==> src/design/assert_macros.svh <==
// Assertion helpers; the enclosing module supplies clk and arst_n.
`ifndef ASSERT_MACROS_SVH
`define ASSERT_MACROS_SVH

// ante holds -> cons holds on the same edge
`define ASSERT_IMPL(label, ante, cons, msg) \
	label: assert property (@(posedge clk) disable iff (!arst_n) (ante) |-> (cons)) \
		else $error(msg);

// ante holds -> cons holds on the next edge
`define ASSERT_NEXT(label, ante, cons, msg) \
	label: assert property (@(posedge clk) disable iff (!arst_n) (ante) |=> (cons)) \
		else $error(msg);

// cond never holds
`define ASSERT_NEVER(label, cond, msg) \
	label: assert property (@(posedge clk) disable iff (!arst_n) !(cond)) \
		else $error(msg);

`endif

==> src/design/rq_pkg.sv <==
package rq_pkg;

	localparam int CAP_W = 6;
	localparam logic [CAP_W-1:0] CAP_RESET = 6'd32;

	typedef enum logic [1:0] {
		OP_ENQ = 2'd0,
		OP_DEQ = 2'd1,
		OP_REM = 2'd2
	} op_t;

	typedef enum logic [1:0] {
		RES_HOLD = 2'd0,
		RES_FAIL = 2'd1,
		RES_ENQ  = 2'd2,
		RES_TAKE = 2'd3
	} res_sel_t;

	typedef enum logic [1:0] {
		RD_CUR   = 2'd0,
		RD_NEXT  = 2'd1,
		RD_AFTER = 2'd2
	} rd_sel_t;

	typedef struct packed {
		logic     load;
		logic     enq;
		logic     rd_en;
		rd_sel_t  rd_sel;
		logic     idx_clr;
		logic     idx_inc;
		logic     shift_wr;
		logic     cnt_dec;
		res_sel_t res_sel;
		logic     out_load;
	} cmd_t;

	typedef struct packed {
		op_t  op;
		logic can_enq;
		logic empty;
		logic id_match;
		logic more1;
		logic more2;
	} sts_t;

endpackage

==> src/design/rq_datapath.sv <==
`include "assert_macros.svh"

module rq_datapath import rq_pkg::*; #(
	parameter int DEPTH   = 32,
	parameter int ID_BITS = 8,
	parameter int CNT_W   = 6,
	parameter int IN_TW   = 40,
	parameter int OUT_TW  = 48
) (
	input  logic              clk,
	input  logic              arst_n,
	input  cmd_t              cmd,
	output sts_t              sts,
	input  logic [IN_TW-1:0]  s_tdata,
	input  logic [1:0]        s_tuser,
	input  logic              cfg_valid,
	input  logic [CAP_W-1:0]  cfg_data,
	output logic [OUT_TW-1:0] m_tdata,
	output logic              m_tuser
);

	localparam int IDX_W = (DEPTH > 1) ? $clog2(DEPTH) : 1;
	localparam int ENT_W = ID_BITS + 32;
	localparam int CMP_W = CNT_W + CAP_W;
	localparam int NXT_W = CNT_W + 2;

	logic [ENT_W-1:0]   mem [DEPTH];
	logic [ENT_W-1:0]   rdata_q;
	logic [IDX_W-1:0]   raddr;
	logic [IDX_W-1:0]   waddr;
	logic [ENT_W-1:0]   wdata;
	logic               we;

	logic [CAP_W-1:0]   cap_q;
	logic [CNT_W-1:0]   count_q;
	logic [IDX_W-1:0]   idx_q;
	op_t                op_q;
	logic [ID_BITS-1:0] key_q;
	logic [31:0]        hdl_q;

	logic               res_ok_q;
	logic [ID_BITS-1:0] res_id_q;
	logic [31:0]        res_h_q;

	logic               out_ok_q;
	logic [ID_BITS-1:0] out_id_q;
	logic [31:0]        out_h_q;
	logic [CNT_W-1:0]   out_cnt_q;

	logic [NXT_W-1:0]   idx_ext;
	logic [NXT_W-1:0]   cnt_ext;

	assign idx_ext = NXT_W'(idx_q);
	assign cnt_ext = NXT_W'(count_q);

	always_comb begin
		case (cmd.rd_sel)
			RD_NEXT:  raddr = IDX_W'(idx_ext + NXT_W'(1));
			RD_AFTER: raddr = IDX_W'(idx_ext + NXT_W'(2));
			default:  raddr = idx_q;
		endcase
	end

	assign we    = cmd.enq | cmd.shift_wr;
	assign waddr = cmd.enq ? count_q[IDX_W-1:0] : idx_q;
	assign wdata = cmd.enq ? {key_q, hdl_q} : rdata_q;

	always_ff @(posedge clk) begin
		if (we) begin
			mem[waddr] <= wdata;
		end
		if (cmd.rd_en) begin
			rdata_q <= mem[raddr];
		end
	end

	always_ff @(posedge clk or negedge arst_n) begin
		if (!arst_n) begin
			cap_q   <= CAP_RESET;
			count_q <= '0;
			idx_q   <= '0;
		end else begin
			if (cfg_valid) begin
				cap_q <= cfg_data;
			end
			if (cmd.enq) begin
				count_q <= count_q + CNT_W'(1);
			end else if (cmd.cnt_dec) begin
				count_q <= count_q - CNT_W'(1);
			end
			if (cmd.idx_clr) begin
				idx_q <= '0;
			end else if (cmd.idx_inc) begin
				idx_q <= IDX_W'(idx_ext + NXT_W'(1));
			end
		end
	end

	always_ff @(posedge clk) begin
		if (cmd.load) begin
			op_q  <= op_t'(s_tuser);
			key_q <= s_tdata[ID_BITS-1:0];
			hdl_q <= s_tdata[ID_BITS+31:ID_BITS];
		end
		unique case (cmd.res_sel)
			RES_HOLD: ;
			RES_FAIL: begin
				res_ok_q <= 1'b0;
				res_id_q <= '0;
				res_h_q  <= '0;
			end
			RES_ENQ: begin
				res_ok_q <= 1'b1;
				res_id_q <= '0;
				res_h_q  <= '0;
			end
			RES_TAKE: begin
				res_ok_q <= 1'b1;
				res_id_q <= rdata_q[ENT_W-1:32];
				res_h_q  <= rdata_q[31:0];
			end
		endcase
		if (cmd.out_load) begin
			out_ok_q  <= res_ok_q;
			out_id_q  <= res_id_q;
			out_h_q   <= res_h_q;
			out_cnt_q <= count_q;
		end
	end

	assign sts.op       = op_q;
	assign sts.can_enq  = (count_q < CNT_W'(DEPTH)) && (CMP_W'(count_q) < CMP_W'(cap_q));
	assign sts.empty    = (count_q == '0);
	assign sts.id_match = (rdata_q[ENT_W-1:32] == key_q);
	assign sts.more1    = (idx_ext + NXT_W'(1)) < cnt_ext;
	assign sts.more2    = (idx_ext + NXT_W'(2)) < cnt_ext;

	assign m_tdata = OUT_TW'({out_cnt_q, out_h_q, out_id_q});
	assign m_tuser = out_ok_q;

	`ASSERT_IMPL(a_enq_room, cmd.enq, count_q < CNT_W'(DEPTH), "enqueue write past depth")
	`ASSERT_IMPL(a_shift_range, cmd.shift_wr, sts.more1, "shift source beyond tail")
	`ASSERT_IMPL(a_dec_nonempty, cmd.cnt_dec, count_q != '0, "count underflow")

endmodule

==> src/design/rq_ctrl.sv <==
`include "assert_macros.svh"

module rq_ctrl import rq_pkg::*; (
	input  logic clk,
	input  logic arst_n,
	input  logic s_tvalid,
	output logic s_tready,
	output logic m_tvalid,
	input  logic m_tready,
	input  sts_t sts,
	output cmd_t cmd
);

	typedef enum logic [4:0] {
		ST_IDLE   = 5'b00001,
		ST_DISP   = 5'b00010,
		ST_CHECK  = 5'b00100,
		ST_SHIFT  = 5'b01000,
		ST_FINISH = 5'b10000
	} state_t;

	state_t state_q;
	state_t state_d;
	logic   m_valid_q;

	always_comb begin
		cmd     = '0;
		state_d = state_q;
		unique case (state_q)
			ST_IDLE: begin
				if (s_tvalid) begin
					cmd.load    = 1'b1;
					cmd.idx_clr = 1'b1;
					state_d     = ST_DISP;
				end
			end
			ST_DISP: begin
				case (sts.op) inside
					OP_ENQ: begin
						if (sts.can_enq) begin
							cmd.enq     = 1'b1;
							cmd.res_sel = RES_ENQ;
						end else begin
							cmd.res_sel = RES_FAIL;
						end
						state_d = ST_FINISH;
					end
					OP_DEQ, OP_REM: begin
						if (sts.empty) begin
							cmd.res_sel = RES_FAIL;
							state_d     = ST_FINISH;
						end else begin
							cmd.rd_en  = 1'b1;
							cmd.rd_sel = RD_CUR;
							state_d    = ST_CHECK;
						end
					end
					default: begin
						cmd.res_sel = RES_FAIL;
						state_d     = ST_FINISH;
					end
				endcase
			end
			ST_CHECK: begin
				if (sts.op == OP_DEQ || sts.id_match) begin
					cmd.res_sel = RES_TAKE;
					if (sts.more1) begin
						cmd.rd_en  = 1'b1;
						cmd.rd_sel = RD_NEXT;
						state_d    = ST_SHIFT;
					end else begin
						cmd.cnt_dec = 1'b1;
						state_d     = ST_FINISH;
					end
				end else if (sts.more1) begin
					cmd.idx_inc = 1'b1;
					cmd.rd_en   = 1'b1;
					cmd.rd_sel  = RD_NEXT;
				end else begin
					cmd.res_sel = RES_FAIL;
					state_d     = ST_FINISH;
				end
			end
			ST_SHIFT: begin
				cmd.shift_wr = 1'b1;
				cmd.idx_inc  = 1'b1;
				if (sts.more2) begin
					cmd.rd_en  = 1'b1;
					cmd.rd_sel = RD_AFTER;
				end else begin
					cmd.cnt_dec = 1'b1;
					state_d     = ST_FINISH;
				end
			end
			ST_FINISH: begin
				if (!m_valid_q || m_tready) begin
					cmd.out_load = 1'b1;
					state_d      = ST_IDLE;
				end
			end
			default: begin
				state_d = ST_IDLE;
			end
		endcase
	end

	always_ff @(posedge clk or negedge arst_n) begin
		if (!arst_n) begin
			state_q   <= ST_IDLE;
			m_valid_q <= 1'b0;
		end else begin
			state_q <= state_d;
			if (cmd.out_load) begin
				m_valid_q <= 1'b1;
			end else if (m_tready) begin
				m_valid_q <= 1'b0;
			end
		end
	end

	assign s_tready = (state_q == ST_IDLE);
	assign m_tvalid = m_valid_q;

	`ASSERT_IMPL(a_out_free, cmd.out_load, !m_valid_q || m_tready, "result word overwritten")
	`ASSERT_NEXT(a_accept_disp, s_tvalid && s_tready, state_q == ST_DISP, "accept lost")
	`ASSERT_NEXT(a_out_hold, m_tvalid && !m_tready, m_tvalid, "result word dropped")

endmodule

==> src/design/ready_queue_with_remove_by_id.sv <==
// Bounded FIFO ready queue of thread entries with remove by thread id.
// Input stream: s_tuser carries the operation (enqueue, dequeue head, remove
// by id), s_tdata the thread id and handle. Output stream: one result word per
// input word; m_tuser is the success flag, m_tdata the returned entry and the
// entry count after the operation.
// cfg_valid/cfg_data write the capacity limit (reset 32, clipped to DEPTH);
// write it only while the queue is idle. cfg_ready is always high.
// The queue takes one word at a time. Enqueue, and any operation on an
// empty queue, goes from dispatch straight to finish; dequeue and remove
// otherwise pass through check, and shift where needed, with the entry store
// doing at most one read and one write per cycle to scan and close the gap.
// A new word is accepted the cycle after the previous result enters the
// output register; that register holds the word while m_tready is low, so a
// stalled receiver delays only the following result.
// Reset empties the queue (count 0) and restores the capacity limit; entry
// contents are not cleared.
module ready_queue_with_remove_by_id import rq_pkg::*; #(
	parameter  int DEPTH   = 32,
	parameter  int ID_BITS = 8,
	localparam int CNT_W   = $clog2(DEPTH + 1),
	localparam int IN_TW   = ((ID_BITS + 32 + 7) / 8) * 8,
	localparam int OUT_TW  = ((ID_BITS + 32 + CNT_W + 7) / 8) * 8
) (
	input  logic              clk,
	input  logic              arst_n,
	input  logic              s_tvalid,
	output logic              s_tready,
	input  logic [IN_TW-1:0]  s_tdata,   // thread_id, handle
	input  logic [1:0]        s_tuser,   // op
	output logic              m_tvalid,
	input  logic              m_tready,
	output logic [OUT_TW-1:0] m_tdata,   // out_thread_id, out_handle, count
	output logic              m_tuser,   // ok
	input  logic              cfg_valid,
	output logic              cfg_ready,
	input  logic [CAP_W-1:0]  cfg_data   // capacity_limit
);

	cmd_t cmd;
	sts_t sts;

	assign cfg_ready = 1'b1;

	rq_ctrl u_ctrl (
		.clk      (clk),
		.arst_n   (arst_n),
		.s_tvalid (s_tvalid),
		.s_tready (s_tready),
		.m_tvalid (m_tvalid),
		.m_tready (m_tready),
		.sts      (sts),
		.cmd      (cmd)
	);

	rq_datapath #(
		.DEPTH   (DEPTH),
		.ID_BITS (ID_BITS),
		.CNT_W   (CNT_W),
		.IN_TW   (IN_TW),
		.OUT_TW  (OUT_TW)
	) u_datapath (
		.clk       (clk),
		.arst_n    (arst_n),
		.cmd       (cmd),
		.sts       (sts),
		.s_tdata   (s_tdata),
		.s_tuser   (s_tuser),
		.cfg_valid (cfg_valid),
		.cfg_data  (cfg_data),
		.m_tdata   (m_tdata),
		.m_tuser   (m_tuser)
	);

endmodule
==> config.mk <==
export PLATFORM = sky130hd
export DESIGN_NAME = ready_queue_with_remove_by_id
export DESIGN_NICKNAME = d
export VERILOG_FILES = /design/src/design/rq_pkg.sv /design/src/design/rq_datapath.sv /design/src/design/rq_ctrl.sv /design/src/design/ready_queue_with_remove_by_id.sv
export VERILOG_INCLUDE_DIRS = /design/src /design/src/design
export SDC_FILE = /design/constraint.sdc
export NUM_CORES = 2
export LEC_CHECK = 0
export BUFFER_PORTS_ARGS = -buffer_cell sky130_fd_sc_hd__buf_2
export CORE_ASPECT_RATIO = 0.5
export CORE_MARGIN = 3
export CORE_UTILIZATION = 28
export DETAILED_ROUTE_END_ITERATION = 7
export GPL_TIMING_DRIVEN = 0
export PLACE_DENSITY = 0.41
export SYNTH_ARGS = -nofsm -noshare
export SYNTH_HDL_FRONTEND = slang
export SYNTH_SLANG_ARGS = --single-unit
==> constraint.sdc <==
create_clock -name clk -period 6.8 [get_ports clk]
set_input_delay 0 -clock clk [delete_from_list [all_inputs] [get_ports clk]]
set_output_delay 0 -clock clk [all_outputs]
set_load 0.05 [all_outputs]
Word level (Yosys, flattened, before mapping) --
Memories as Yosys holds them, arrays and structs flattened. A register that Yosys moved wholly into a read port is not among the register bits. Cells that the tools add are included.
Operators by class: reduce and logical (&&, ||, !) cells 15, mux-type cells 52, magnitude comparators 4, $add $sub $neg 4, eq/ne operators 17, bitwise logic cells 1
Operators with widths (count):
- $pmux 32 s2 | 1
- $mux 5 | 12
- $mux 40 | 1
- $pmux 5 s5 | 1
- $mux 1 | 19
- $lt 8x6->1 | 2
- $pmux 8 s2 | 1
- $mux 3 | 5
- $mux 6 | 2
- $pmux 5 s2 | 1
- $reduce_bool 2->1 | 5
- $pmux 3 s3 | 1
- $eq 2x2->1 const B | 4
- $eq 8x8->1 | 1
- $mux 2 | 4
- $add 5x1->6 const B | 1
- $add 5x2->6 const B | 1
- $add 6x1->6 const B | 1
- $eq 2x1->1 const B | 3
- $logic_not 6->1 | 1
- $lt 6x6->1 | 1
- $lt 6x6->1 const B | 1
- $pmux 1 s2 | 3
- $reduce_or 2->1 | 3
- 16 further kinds | 18
Word-level totals: word-level logic and storage cells 109, register bits after elaboration 153, output and inout port bits 52, memory bits (writable) 1280, input bits 53, memories kept 1
Memory list:
- u_datapath.mem | depth 32, width 40, read ports 1, clocked after Yosys merged registers in 1, write ports 1, line rq_datapath.sv:27 | logic [ENT_W-1:0] mem [DEPTH];

Depth between registers and ports, before layout --
word-level depth 8, gate-level depth with buffers 25, mapped depth without buffers 17

Modules after synthesis --
Synthesis repeated with hierarchy kept, for this count alone.
Unflattened totals: cell total of the unflattened synthesis 4671, area total of the unflattened synthesis 66037.1 um^2
By module, submodules not included:
- rq_datapath | times used 1, sequential area each 43968.4 um^2, area an instance 65567.9 um^2, cells an instance 4613
- rq_ctrl | times used 1, sequential area each 151.4 um^2, area an instance 457.9 um^2, cells an instance 56
- ready_queue_with_remove_by_id | times used 1, sequential area each 0.0 um^2, area an instance 11.3 um^2, cells an instance 2

Worst setup path before layout --
Ideal clock, no wire load.
path type reg-to-reg, start reg u_datapath.idx_q[0], end reg u_datapath.rdata_q[37] (read register of u_datapath.mem) (data pin), path buffers 10, stages on the path, launching flop included 24, clock period less this slack 5.005 ns, arrival time 4.731 ns, slack 1.795 ns, data required time 6.526 ns, setup time 0.274 ns, cells stage by stage dfrtp_1 buf_2 buf_4 buf_2 clkbuf_1 buf_2 nand2_1 xnor2_1 ha_1 a2111oi_0 a21oi_1 nor2_1 ha_1 buf_4 or2_1 buf_2 buf_4 buf_2 buf_2 o221ai_1 o21ai_1 a221o_1 a31oi_1 a32oi_1
On the way: cells in the longest elaborated chain, start to end 6, elaborated cells between the ends (all ways) 10, those cells by class add/sub: 2; order compare: 2; eq/ne: 2; mux: 4
RTL lines:
- start: declaration | line rq_datapath.sv:36 | logic [IDX_W-1:0] idx_q;
- start signal: assignment | line rq_datapath.sv:94 | idx_q <= IDX_W'(idx_ext + NXT_W'(1));
- $add 5x1->6 / $add 5x2->6 (equally long branches) | line rq_datapath.sv:58, rq_datapath.sv:59
- $lt 8x6->1 (on tied branches) | line rq_datapath.sv:135, rq_datapath.sv:136
- $mux 3 (on tied branches) | line rq_ctrl.sv:67, rq_ctrl.sv:75, rq_ctrl.sv:87
- $pmux 3 s3 | line rq_ctrl.sv:29 | unique case (state_q)
- $eq 2x2->1 / $eq 2x1->1 (equally long branches) | line rq_datapath.sv:57 | case (cmd.rd_sel)
- $pmux 5 s2 | line rq_datapath.sv:57
- end: declaration | line rq_datapath.sv:28 | logic [ENT_W-1:0] rdata_q;
Parallel ways exist; a longest one is shown, timed or not. A chain may end at the register's enable or synchronous reset.

Final worst setup path --
start reg u_datapath.idx_q[0], end reg u_datapath.rdata_q[23] (read register of u_datapath.mem) (data pin)
Same word-level chain as after synthesis.

==> run_results.csv <==
group,metric,value,unit
critical_path,cp_data_arrival_time,7.32,ns
final_layout,nets,5371,
critical_path,crit_type,"flop to flop",
synth,yosys-top-cells-count,"edfxtp_1 (1450), nand2_1 (458), mux2i_1 (397)",
synth,synth.most_common_cell,"edfxtp_1",
route,routed_via_density,5.74,
clocking,insertion_delay,0.84,ns
place,dpl.cell_count,8123,
die,rows,125,
timing,min_period,6.72,ns
grt,grt_pass1_vias,47770,
route,drt-pass1-iter-count,7,
place,dp_hpwl,186,mm
synth,synth-main-ff-cell,"edfxtp_1",
place,gp_congestion,0.936,
die,pin_count,105,
route,vias,48978,
synth,yosys.area_share.adder,0.502,%
synth,netlist.area_leader.share,65.7,%
clocking,cts-root-buf,"clkbuf_16",
synth,synth_edf_count,1450,
final_layout,syn2layout_area_growth,19.9,%
timing,period_share,98.8,%
critical_path,endpoint_kind,"flop",
power_and_ir_drop,ir_drop,0.148,mV
route,avgRoutedWirePerCell,31.3,um
power_and_ir_drop,powerDensity,330,nW/um2
timing,fin_worst_skew,0.0602,ns
status,outcome,"finished, final reports clean",
critical_path,cpMostUsedCell,"buf_2",
die,coreArea,234000,um2
grt,grt_max_degree,42,
synth,yosys.area_share.simple,4.72,%
synth,synthesis.area,66300,um2
grt,grt.total_usage,21.3,%
critical_path,crit_required,7.40,ns
power_and_ir_drop,power_leakage,24.4,nW
grt,antenna_found_initial,24,
route,postRouteAntennaNets,0,
route,drt_wl_total,267,mm
clocking,path_clk_slew,0.06,ns
clocking,cts_buffer_depth,4,
synth,synthMuxAreaShare,6.88,%
clocking,htreeDepth,4,
timing,setup_violations,0,
clocking,cts_tree,"yes",
die,die_w,694,um
die,die_y,350,um
timing,rsz0062_at_grt,"no",
synth,yosys.area.top_type,"edfxtp_1",
die,die_area,243000,um2
final_layout,layout-drive-gt1-share,16.4,%
synth,async_reset_ff_share,1.56,%
critical_path,start_kind,"flop",
synth,synth_top_family_by_area,"compound AO/OA/AOI/OAI gates",
critical_path,rrSetupSlack,0.08,ns
timing,max_freq,0.149,GHz
route,drc_errors,0,
critical_path,cp_slowest_cell,"dfrtp_4",
route,drtIter0Drc,6598,
worst_hold_path,hold_class,"primary input to flop",
place,io_buffers,101,
synth,synth_compound_area_share,17.9,%
timing,worst_pin_slew,1.39,ns
final_layout,num-fill-cells,22772,
grt,grt_pass1_wl,370,mm
timing,whs,0.0682,ns
synth,synth.area.top_cells,"edfxtp_1 (66%), mux2i_1 (6.0%), o221ai_1 (4.7%)",
critical_path,path_buf_inv,9,
timing,slew_violations,0,
final_layout,fin_cells,8530,
die,initial_core_util,28.4,%
grt,grt_overflow,0,
synth,synth_seq_cells,1473,
timing,hold_viol,0,
timing,relSlewSlack,7.42,%
synth,yosys_warnings,0,
critical_path,crit_chain,"buf_6 > buf_4 > buf_8 > clkbuf_4 > buf_6 > nand2_1 > xnor2_1 > ha_1 > a2111oi_1 > a21oi_1 > nor2_2 > ha_1 > buf_4 > nand2b_1 > buf_2 > buf_2 > buf_2 > o22ai_1 > o21ai_0 > a221oi_1 > a311o_2 > o311a_4 > a21oi_1",
clocking,clock_sinks,1473,
critical_path,crit_family,"buffers and inverters",
run,maxCapViolations,0,
critical_path,crit_path_max_incr_delay,0.51,ns
synth,avgSynthCellArea,13.6,um2
synth,yosysUniqueCellTypes,69,
timing,setup_tns,0,ns
critical_path,path_max_fanout,10,
synth,synth_cells,4856,
clocking,cts_inserted_buffers,159,
power_and_ir_drop,finalPower,26.3,mW
synth,synth.yosys.seq_area_share,66.6,%
synth,yosys.area_share.xor_xnor,0.251,%
-- routing by layer --
| layer | track usage [%] | vias up | routed length, um | part of all wire [%] |
|---|---|---|---|---|
| met1 | 29.8 | 25459 | 117000 | 44 |
| li1 | - | 20785 | - | - |
| met2 | 33.8 | 2337 | 121000 | 45 |
| met4 | 5.26 | 0 | 6360 | 2.4 |
| met3 | 4.35 | 397 | 22800 | 8.5 |
| met5 | 0 | - | 0 | 0 |
-- report_power, final --
part | leakage [nW] | total, mW | switching [mW] | internal (mW)
registers | 13.4 | 10.9 | 0.180 | 10.8
logic | 8.57 | 6.73 | 4.79 | 1.94
clock network | 2.42 | 8.57 | 3.68 | 4.89
-- layout by cell type, fill, tap and decap left out, types with 20 or more instances in the layout --
master         netlist  final
o21ai_1             59     60
clkbuf_16            0    164
mux2_2              50     50
clkbuf_1           266    195
a32oi_1             80     78
nor2_4               0     33
mux2i_1            397    397
dfrtp_1             21     20
clkinv_1             0     31
a311oi_1            40     34
a221o_1             80     80
and2_1              40     40
clkbuf_2             0    103
inv_1               29     28
nor2_1             107     72
a221oi_2             0     42
or3_1               39     39
o21ai_0            356    354
o22ai_1            202    201
dlygate4sd3_1        0    113
buf_12               0     46
ha_1                25     25
nor3_1              46     46
nand2_1            458    457
buf_4               17     42
a221oi_1           127     67
a311o_2              0     24
a21oi_1            216    213
o221ai_1           358    358
edfxtp_1          1450   1450
buf_2              145    231
-- final timing paths --
check | start | to | depth (start not counted)
max | u_datapath.idx_q[0] | u_datapath.rdata_q[23] | 23
min | s_tvalid | u_ctrl.state_q[0] | 4
max reg2reg | u_datapath.idx_q[0] | u_datapath.rdata_q[23] | 23
min reg2reg | u_datapath.res_h_q[0] | u_datapath.out_h_q[0] | 0
max in group asynchronous | arst_n | u_datapath.idx_q[0] | 4
min in group asynchronous | arst_n | u_datapath.cap_q[3] | 4
-- cells by family after synthesis --
logic type               Yosys count
buffers and inverters            491
XOR/XNOR                          19
other                              2
adder cells (fa/ha/maj)           26
AND/OR/NAND/NOR                  734
flip-flops                      1473
AO/OA/AOI/OAI                   1663
multiplexers                     448
-- cell type report --
class                   instances  area (um2)  share of cell area, %
clock inverters                67         601                  0.756
repair buffers                274        2790                   3.52
clock buffers                 211        4340                   5.46
plain buffers                 458        2270                   2.85
flip-flops and latches       1473       44100                   55.5
well taps                    3111        3890                   4.90
multi-input cells            2893       21300                   26.8
inverters                      33         124                  0.156
diodes                         10        25.0                 0.0315
-- worst register-to-register path, cell delays in order (launching register included) --
cell	delay, ns
dfrtp_4	0.51
buf_6	0.24
buf_4	0.24
buf_8	0.28
clkbuf_4	0.31
buf_6	0.24
nand2_1	0.20
xnor2_1	0.18
ha_1	0.31
a2111oi_1	0.40
a21oi_1	0.21
nor2_2	0.21
ha_1	0.22
buf_4	0.20
nand2b_1	0.26
buf_2	0.32
buf_2	0.35
buf_2	0.38
o22ai_1	0.14
o21ai_0	0.18
a221oi_1	0.14
a311o_2	0.49
o311a_4	0.21
a21oi_1	0.31
-- repair_timing --
item / in CTS / in global routing
endpoints found under the setup margin: 40 / 40
cloned: 0 / 0
pin swaps: 9 / 7
buffers inserted: 4 / 1
hold buffers: 114 / 0
endpoints found under the hold margin: 101 / 0
gates resized for setup: 284 / 68
-- registers in the layout, indices dropped and copies added, names as in the netlist, 8 cells and up --
name / count
u_datapath.rdata_q: 40
u_datapath.out_h_q: 32
u_datapath.mem: 1280
u_datapath.key_q: 8
u_datapath.hdl_q: 32
u_datapath.res_h_q: 32
u_datapath.res_id_q: 8
u_datapath.out_id_q: 8
-- metrics by stage --
stage | setup slack, ns | utilization (%) | cell area [um2]
detailed placement | -2.89 | 30.8 | 72000
global route | 0.00629 | 34.0 | 79400
floorplan | 1.79 | - | 66300
global placement | -3.26 | 30.2 | 70700
CTS | 0.0419 | 33.9 | 79200
finish | 0.0818 | 34.0 | 79400
Power figures use the tool's default switching activity.
